[config.mk]
export PLATFORM = sky130hd
export DESIGN_NAME = hsl_to_rgb_converter
export DESIGN_NICKNAME = d
export VERILOG_FILES = /design/src/hsl_pkg.sv /design/src/hsl_prep.sv /design/src/hsl_span.sv /design/src/hsl_ramp.sv /design/src/hsl_to_rgb_converter.sv
export SDC_FILE = /design/constraint.sdc
export NUM_CORES = 2
export LEC_CHECK = 0
export ABC_AREA = 1
export BUFFER_PORTS_ARGS = -buffer_cell sky130_fd_sc_hd__buf_4
export CAP_MARGIN = 20
export CORE_ASPECT_RATIO = 1.1
export CORE_MARGIN = 1
export CORE_UTILIZATION = 67
export DETAILED_ROUTE_END_ITERATION = 12
export PLACE_DENSITY = 0.9
export SLEW_MARGIN = 20
export SYNTH_ARGS = -nofsm -noshare
export SYNTH_HDL_FRONTEND = slang
export SYNTH_SLANG_ARGS = --single-unit
export TNS_END_PERCENT = 10
[constraint.sdc]
create_clock -name clock -period 8.6 [get_ports clock]
set_input_delay 0.86 -clock clock [delete_from_list [all_inputs] [get_ports clock]]
set_output_delay 0.86 -clock clock [all_outputs]
set_load 0.005 [all_outputs]
[src/hsl_pkg.sv]
// Shared types and fixed-point constants for the HSL to RGB converter.
// No dependencies; every other file in src imports this package.
`default_nettype none

package hsl_pkg;

   // Q0.16 fractions are held in 17 bits so that 1.0 (65536) fits.
   localparam int QW = 17;

   localparam logic [8:0]    HUE_CIRCLE   = 9'd360;
   localparam logic [8:0]    FRAC_ONE     = 9'd256;
   localparam logic [QW-1:0] Q_ONE        = 17'd65536;
   localparam logic [QW-1:0] Q_HALF       = 17'd32768;
   localparam logic [QW-1:0] Q_THIRD      = 17'd21845;
   localparam logic [QW-1:0] Q_TWO_THIRDS = 17'd43691;
   localparam logic [17:0]   Q_TWO        = 18'd131072;

   // floor(hue * 65536 / 360) = hue * 182 + floor(hue * 2914 / 65536) for hue < 360
   localparam logic [7:0]    HUE_STEP     = 8'd182;
   localparam logic [11:0]   HUE_FIX      = 12'd2914;

   localparam logic [7:0]    CHAN_MAX     = 8'd255;

   typedef struct packed {
      logic [8:0] hue;
      logic [8:0] saturation;
      logic [8:0] lightness;
   } hsl_req_type;

   typedef struct packed {
      logic [7:0] red;
      logic [7:0] green;
      logic [7:0] blue;
   } hsl_rsp_type;

   // Load enables, one per pipeline stage.
   typedef struct packed {
      logic s1;
      logic s2;
      logic s3;
      logic s4;
   } hsl_adv_type;

endpackage

`default_nettype wire

[src/hsl_prep.sv]
// Stage 1: clamp the input pixel, scale to Q0.16 and form the L*S and hue products.
// Depends on hsl_pkg.
`default_nettype none

module hsl_prep import hsl_pkg::*; (
   input  wire logic              clock,
   input  wire logic              adv,
   input  wire hsl_req_type       req,
   output logic [QW-1:0]          l_ff,
   output logic [QW-1:0]          s_ff,
   output logic [QW-1:0]          p_ff,
   output logic [15:0]            hbase_ff,
   output logic [3:0]             hfix_ff
);

   logic [8:0]    hue_w;
   logic [8:0]    sat_c;
   logic [8:0]    lig_c;
   logic [QW-1:0] s_in;
   logic [QW-1:0] l_in;
   logic [33:0]   ls_prod;
   logic [16:0]   hbase_prod;
   logic [20:0]   hfix_prod;

   always_comb begin
      hue_w = (req.hue >= HUE_CIRCLE) ? (req.hue - HUE_CIRCLE) : req.hue;
      sat_c = (req.saturation > FRAC_ONE) ? FRAC_ONE : req.saturation;
      lig_c = (req.lightness > FRAC_ONE) ? FRAC_ONE : req.lightness;
      s_in  = {sat_c, 8'd0};
      l_in  = {lig_c, 8'd0};
      ls_prod    = {17'd0, l_in} * {17'd0, s_in};
      hbase_prod = {8'd0, hue_w} * {9'd0, HUE_STEP};
      hfix_prod  = {12'd0, hue_w} * {9'd0, HUE_FIX};
   end

   always_ff @(posedge clock) begin
      if (adv) begin
         l_ff     <= l_in;
         s_ff     <= s_in;
         p_ff     <= ls_prod[32:16];
         hbase_ff <= hbase_prod[15:0];
         hfix_ff  <= hfix_prod[19:16];
      end
   end

endmodule

`default_nettype wire

[src/hsl_span.sv]
// Stage 2: build the hue fraction, the upper and lower HSL values and the three offset hues.
// Depends on hsl_pkg.
`default_nettype none

module hsl_span import hsl_pkg::*; (
   input  wire logic              clock,
   input  wire logic              adv,
   input  wire logic [QW-1:0]     l,
   input  wire logic [QW-1:0]     s,
   input  wire logic [QW-1:0]     p,
   input  wire logic [15:0]       hbase,
   input  wire logic [3:0]        hfix,
   output logic [QW-1:0]          v1_ff,
   output logic [QW-1:0]          d_ff,
   output logic [2:0][QW-1:0]     t_ff
);

   logic [QW-1:0]      h;
   logic [17:0]        v2_wide;
   logic [QW-1:0]      v2;
   logic [17:0]        two_l;
   logic [QW-1:0]      v1_in;
   logic [QW-1:0]      d_in;
   logic [17:0]        tr_wide;
   logic [2:0][QW-1:0] t_in;

   always_comb begin
      h = {1'b0, hbase} + {13'd0, hfix};
      if (l < Q_HALF) begin
         v2_wide = {1'b0, l} + {1'b0, p};
      end else begin
         v2_wide = {1'b0, l} + {1'b0, s} - {1'b0, p};
      end
      v2    = v2_wide[QW-1:0];
      two_l = {l, 1'b0};
      v1_in = (two_l > {1'b0, v2}) ? QW'(two_l - {1'b0, v2}) : '0;
      d_in  = (v2 > v1_in) ? (v2 - v1_in) : '0;

      // red: wrap past one turn; blue: wrap below zero
      tr_wide = {1'b0, h} + {1'b0, Q_THIRD};
      t_in[0] = (tr_wide > {1'b0, Q_ONE}) ? QW'(tr_wide - {1'b0, Q_ONE})
                                            : tr_wide[QW-1:0];
      t_in[1] = h;
      t_in[2] = (h >= Q_THIRD) ? (h - Q_THIRD) : (h + Q_TWO_THIRDS);
   end

   always_ff @(posedge clock) begin
      if (adv) begin
         v1_ff <= v1_in;
         d_ff  <= d_in;
         t_ff  <= t_in;
      end
   end

endmodule

`default_nettype wire

[src/hsl_ramp.sv]
// Stages 3 and 4 for one color channel: piecewise hue ramp, then scale to 8 bits.
// Depends on hsl_pkg.
`default_nettype none

module hsl_ramp import hsl_pkg::*; (
   input  wire logic              clock,
   input  wire logic              adv3,
   input  wire logic              adv4,
   input  wire logic [QW-1:0]     t,
   input  wire logic [QW-1:0]     v1,
   input  wire logic [QW-1:0]     d,
   output logic [7:0]             chan_ff
);

   logic [19:0]   six_t;
   logic [18:0]   three_t;
   logic [QW-1:0] k;
   logic [19:0]   six_k;
   logic [QW-1:0] m;
   logic [33:0]   prod;
   logic [17:0]   add_ff;
   logic [QW-1:0] v1_ff;
   logic [18:0]   v;
   logic [26:0]   scaled;
   logic [7:0]    chan_in;

   // Stage 3: pick the ramp slope factor; the flat top is d * 1.0
   always_comb begin
      six_t   = ({3'd0, t} << 2) + ({3'd0, t} << 1);
      three_t = {2'd0, t} + {1'b0, t, 1'b0};
      k       = (Q_TWO_THIRDS > t) ? (Q_TWO_THIRDS - t) : '0;
      six_k   = ({3'd0, k} << 2) + ({3'd0, k} << 1);
      priority if (six_t < {3'd0, Q_ONE}) begin
         m = six_t[QW-1:0];
      end else if (t < Q_HALF) begin
         m = Q_ONE;
      end else if (three_t < {1'b0, Q_TWO}) begin
         m = six_k[QW-1:0];
      end else begin
         m = '0;
      end
      prod = {17'd0, d} * {17'd0, m};
   end

   always_ff @(posedge clock) begin
      if (adv3) begin
         add_ff <= prod[33:16];
         v1_ff  <= v1;
      end
   end

   // Stage 4: value * 255 / 65536, saturate
   always_comb begin
      v       = {2'd0, v1_ff} + {1'b0, add_ff};
      scaled  = ({8'd0, v} << 8) - {8'd0, v};
      chan_in = (scaled[26:16] > {3'd0, CHAN_MAX}) ? CHAN_MAX : scaled[23:16];
   end

   always_ff @(posedge clock) begin
      if (adv4) begin
         chan_ff <= chan_in;
      end
   end

endmodule

`default_nettype wire

[src/hsl_to_rgb_converter.sv]
// Top level of the HSL to RGB pixel converter: stage valid bits, flow control, datapath.
// Depends on hsl_pkg, hsl_prep, hsl_span and hsl_ramp.
//
//   channel   ports                          beat contents
//   --------  -----------------------------  -------------------------------------
//   req       req_valid/req_ready/req_data   hue (deg), saturation, lightness (/256)
//   rsp       rsp_valid/rsp_ready/rsp_data   red, green, blue (8 bits each)
//
// Four register stages: clamp and products, HSL span and offset hues, ramp
// multiply per channel, scale to 8 bits into the output register. One beat
// enters per cycle while the rsp side does not stall.
// Each stage loads when it is empty or the stage after it moves, so bubbles
// collapse and a stalled rsp side holds all data in place without loss.
// Reset clears only the stage valid bits.
// Zero saturation needs no special path: v1 = v2 = lightness gives gray.
`default_nettype none

module hsl_to_rgb_converter import hsl_pkg::*; (
   input  wire logic        clock,
   input  wire logic        reset,
   input  wire logic        req_valid,
   output logic             req_ready,
   input  wire hsl_req_type req_data,
   output logic             rsp_valid,
   input  wire logic        rsp_ready,
   output hsl_rsp_type      rsp_data
);

   logic [3:0]         valid_ff;
   logic [3:0]         valid_in;
   hsl_adv_type        adv;

   logic [QW-1:0]      l_ff;
   logic [QW-1:0]      s_ff;
   logic [QW-1:0]      p_ff;
   logic [15:0]        hbase_ff;
   logic [3:0]         hfix_ff;
   logic [QW-1:0]      v1_ff;
   logic [QW-1:0]      d_ff;
   logic [2:0][QW-1:0] t_ff;
   logic [2:0][7:0]    chan_ff;

   // Advance a stage when it holds nothing or its successor advances.
   always_comb begin
      adv.s4 = !valid_ff[3] || rsp_ready;
      adv.s3 = !valid_ff[2] || adv.s4;
      adv.s2 = !valid_ff[1] || adv.s3;
      adv.s1 = !valid_ff[0] || adv.s2;

      valid_in[0] = adv.s1 ? req_valid   : valid_ff[0];
      valid_in[1] = adv.s2 ? valid_ff[0] : valid_ff[1];
      valid_in[2] = adv.s3 ? valid_ff[1] : valid_ff[2];
      valid_in[3] = adv.s4 ? valid_ff[2] : valid_ff[3];
   end

   always_ff @(posedge clock) begin
      if (reset) begin
         valid_ff <= '0;
      end else begin
         valid_ff <= valid_in;
      end
   end

   assign req_ready = adv.s1;
   assign rsp_valid = valid_ff[3];

   hsl_prep u_prep (
      .clock    (clock),
      .adv      (adv.s1),
      .req      (req_data),
      .l_ff     (l_ff),
      .s_ff     (s_ff),
      .p_ff     (p_ff),
      .hbase_ff (hbase_ff),
      .hfix_ff  (hfix_ff)
   );

   hsl_span u_span (
      .clock (clock),
      .adv   (adv.s2),
      .l     (l_ff),
      .s     (s_ff),
      .p     (p_ff),
      .hbase (hbase_ff),
      .hfix  (hfix_ff),
      .v1_ff (v1_ff),
      .d_ff  (d_ff),
      .t_ff  (t_ff)
   );

   // One ramp per channel: red, green, blue offset hues in that order.
   for (genvar i = 0; i < 3; i++) begin : g_chan
      hsl_ramp u_ramp (
         .clock   (clock),
         .adv3    (adv.s3),
         .adv4    (adv.s4),
         .t       (t_ff[i]),
         .v1      (v1_ff),
         .d       (d_ff),
         .chan_ff (chan_ff[i])
      );
   end

   always_comb begin
      rsp_data.red   = chan_ff[0];
      rsp_data.green = chan_ff[1];
      rsp_data.blue  = chan_ff[2];
   end

endmodule

`default_nettype wire
==> metrics.cfg <==
[sta]
timing.final.crit_share = 0.959
setup_ws_ns = 0.353
period_minus_slack_ns = 8.25
fmax_mhz = 121
max_slew_margin = 0.271
worst_pin_slew_ns = 1.09
slew_viol_final = 0
finalHoldViolations = 0
setup_viol = 0
whs_ns = 0.419
finalSetupTns_ns = 0
grt_setup_unrepaired = yes
skew_ns = 0.0348

[drt]
totalWireLength_um = 159000
drtIter0Drc = 4216
viasPerCell = 5.82
num_vias = 49741
drc = 0
dr.pass1.iters = 6
ant_nets = 0
wl_per_cell_um = 18.6

[cells_and_area]
final_common_cell = inv_1
drive_gt1_frac = 0.0630
fin_nets = 8942
seqCellArea_um2 = 7110
multi_input_area_um2 = 42400
fillers = 6341
final_cell_mix = 1546 x inv_1, 1542 x nand2_1, 816 x nor2_1
design_area_um2 = 59500
area_growth_pct = 6.79

[logic_synthesis]
synth_top_cell_by_area = fa_1
synth.ff_latch_count = 238
yosysSeqAreaShare = 0.128
syn_area_per_cell_um2 = 7.59
syn_inst = 7343
yosys-top-cells-area = fa_1 26%, ha_1 16%, edfxtp_1 13%
synth_top_area_frac = 0.261
ys.warnings.count = 0
netlist_area_um2 = 55700
synth_edf_count = 234
synth_nets = 8828
async_reset_ff_frac = 0
ys_dominant_reg_cell = edfxtp_1
synth.distinct_cells = 66

[worst_setup_path]
worstSetupEndpointType = flip-flop
cp_slowest_stage_delay_ns = 0.58
cpMostUsedCell = nand2_1
worstSetupStartpointType = flip-flop
regToRegSetupSlack_ns = 0.35
cp_slowest_cell = fa_1
required_ns = 8.94
crit_fanout = 10
cp.arrival_ns = 8.59
critical_path.startpoint = u_span.t_ff[37]$_DFFE_PP_
path_class = flip-flop to flip-flop
rr_startpoint = u_span.t_ff[37]$_DFFE_PP_

[global_routing]
grt_pass1_vias = 50647
antenna_found_initial = 3
overflow = 0
grt_usage = 0.380
grt_max_degree = 76
grt_pass1_wl_um = 256000

[worst_hold_path]
hold_path_class = flip-flop to flip-flop
worstHoldStart = u_span.v1_ff[1]$_DFFE_PP_

[run_status]
outcome = finished clean

[job]
maxCapViolCount = 0

[die]
io_pins = 57
die_h_um = 304
dieArea_um2 = 84300
initial_core_util = 0.679
fp-row-count = 110
die_x_um = 277
core_um2 = 82000

[placement]
dp_hpwl_um = 130000
gp_congestion = 1.04
io_buffers = 56
place_worst_setup_slack_ns = -0.0489
place_area_um2 = 57800

[cts]
clock-sinks = 238
clock_latency_ns = 0.61
cts_root_buffer = clkbuf_16
cts_max_path_buffers = 3
tritoncts = built
htreeDepth = 1
cts_buffers = 27
clkTransAtPathRegs_ns = 0.06

[through the flow]
step	cells	utilization
finish	8547	0.725
global route	8541	0.725
CTS	8502	0.716
detailed placement	8453	0.705
global placement	8453	0.705
floorplan	7343	-
[state kept, by name, indices dropped and copies added (netlist names)]
signal,flops
u_prep.s_ff,9
u_span.v1_ff,17
u_span.t_ff,51
g_chan.u_ramp.v1_ff,17
g_chan.u_ramp.chan_ff,24
u_prep.l_ff,9
g_chan.u_ramp.add_ff,54
valid_ff,4
u_prep.hfix_ff,4
u_prep.p_ff,17
u_span.d_ff,17
u_prep.hbase_ff,15
[cells by family (layout without fill, tap and decap cells)]
| logic type | Yosys count | after routing | share of synthesized area |
|---|---|---|---|
| XOR/XNOR | 238 | 238 | 0.0377 |
| other | 0 | 6 | 0 |
| flip-flops | 238 | 238 | 0.128 |
| buffers and inverters | 1720 | 1853 | 0.118 |
| AO/OA/AOI/OAI | 730 | 731 | 0.0740 |
| AND/OR/NAND/NOR | 2963 | 2963 | 0.219 |
| adder cells (fa/ha/maj) | 1454 | 1454 | 0.424 |
[per-layer routing]
layer,vias up,share of wire,GRT usage
met4,2,0.071,0.229
li1,22978,-,-
met3,723,0.093,0.0629
met2,2511,0.46,0.633
met1,23527,0.37,0.464
met5,-,0.000088,0
[synth_stat cells, drive strengths merged (2+ instances only)]
cell type     n
o21a         32
nand3       301
o21ai       205
and3          4
nor3         81
and2         22
edfxtp      234
ha          729
o311ai        2
a21o         18
fa          725
inv        1575
a221oi        6
nand4        57
o21bai       26
a41oi         2
o31ai         8
dfxtp         4
nand2b        2
nor4          8
o211ai        8
o2111ai       2
a21boi        7
clkbuf      101
nand2      1598
or2          21
xor2        187
xnor2        51
a211oi        8
buf          33
o221a         2
nand3b       12
clkinv       11
nor2        854
a31oi        18
nor3b         3
a21oi       376
o22ai         6
[worst paths after layout]
check,endpoint,cells past startpoint
worst min register to register,g_chan[1].u_ramp.v1_ff[1]$_DFFE_PP_,0
worst min-delay path,g_chan[1].u_ramp.v1_ff[1]$_DFFE_PP_,0
worst max-delay path,g_chan[2].u_ramp.add_ff[14]$_DFFE_PP_,40
worst max register to register,g_chan[2].u_ramp.add_ff[14]$_DFFE_PP_,40
[timing repair]
action                                  4_1_cts  5_1_grt
setup buffers                                 0       37
gates cloned                                  0        1
resized for setup                             1      114
pin swaps                                     0        8
endpoints found under the setup margin        2       49
hold buffers                                  0        0
[worst max-delay path, delay by kind of cell (launching register included)]
kind | cells | cell delay, ns
fa+ha+maj | 9 | 3.72
buf+inv | 8 | 0.90
flops | 1 | 0.48
simple gates | 15 | 1.46
compound gates | 8 | 1.44
[final cells by class]
class                      count  area share
tap                         1064      0.0224
inverter                    1586       0.100
sequential                   238       0.119
antenna                        6    0.000252
clock inverter                22     0.00486
multi-input combinational   5386       0.713
timing repair buffer         218      0.0284
clock buffer                  27      0.0114
Power is left out: the tool's default activity adds up to more than one toggle a clock period on the data nets, which glitch-free logic cannot reach.
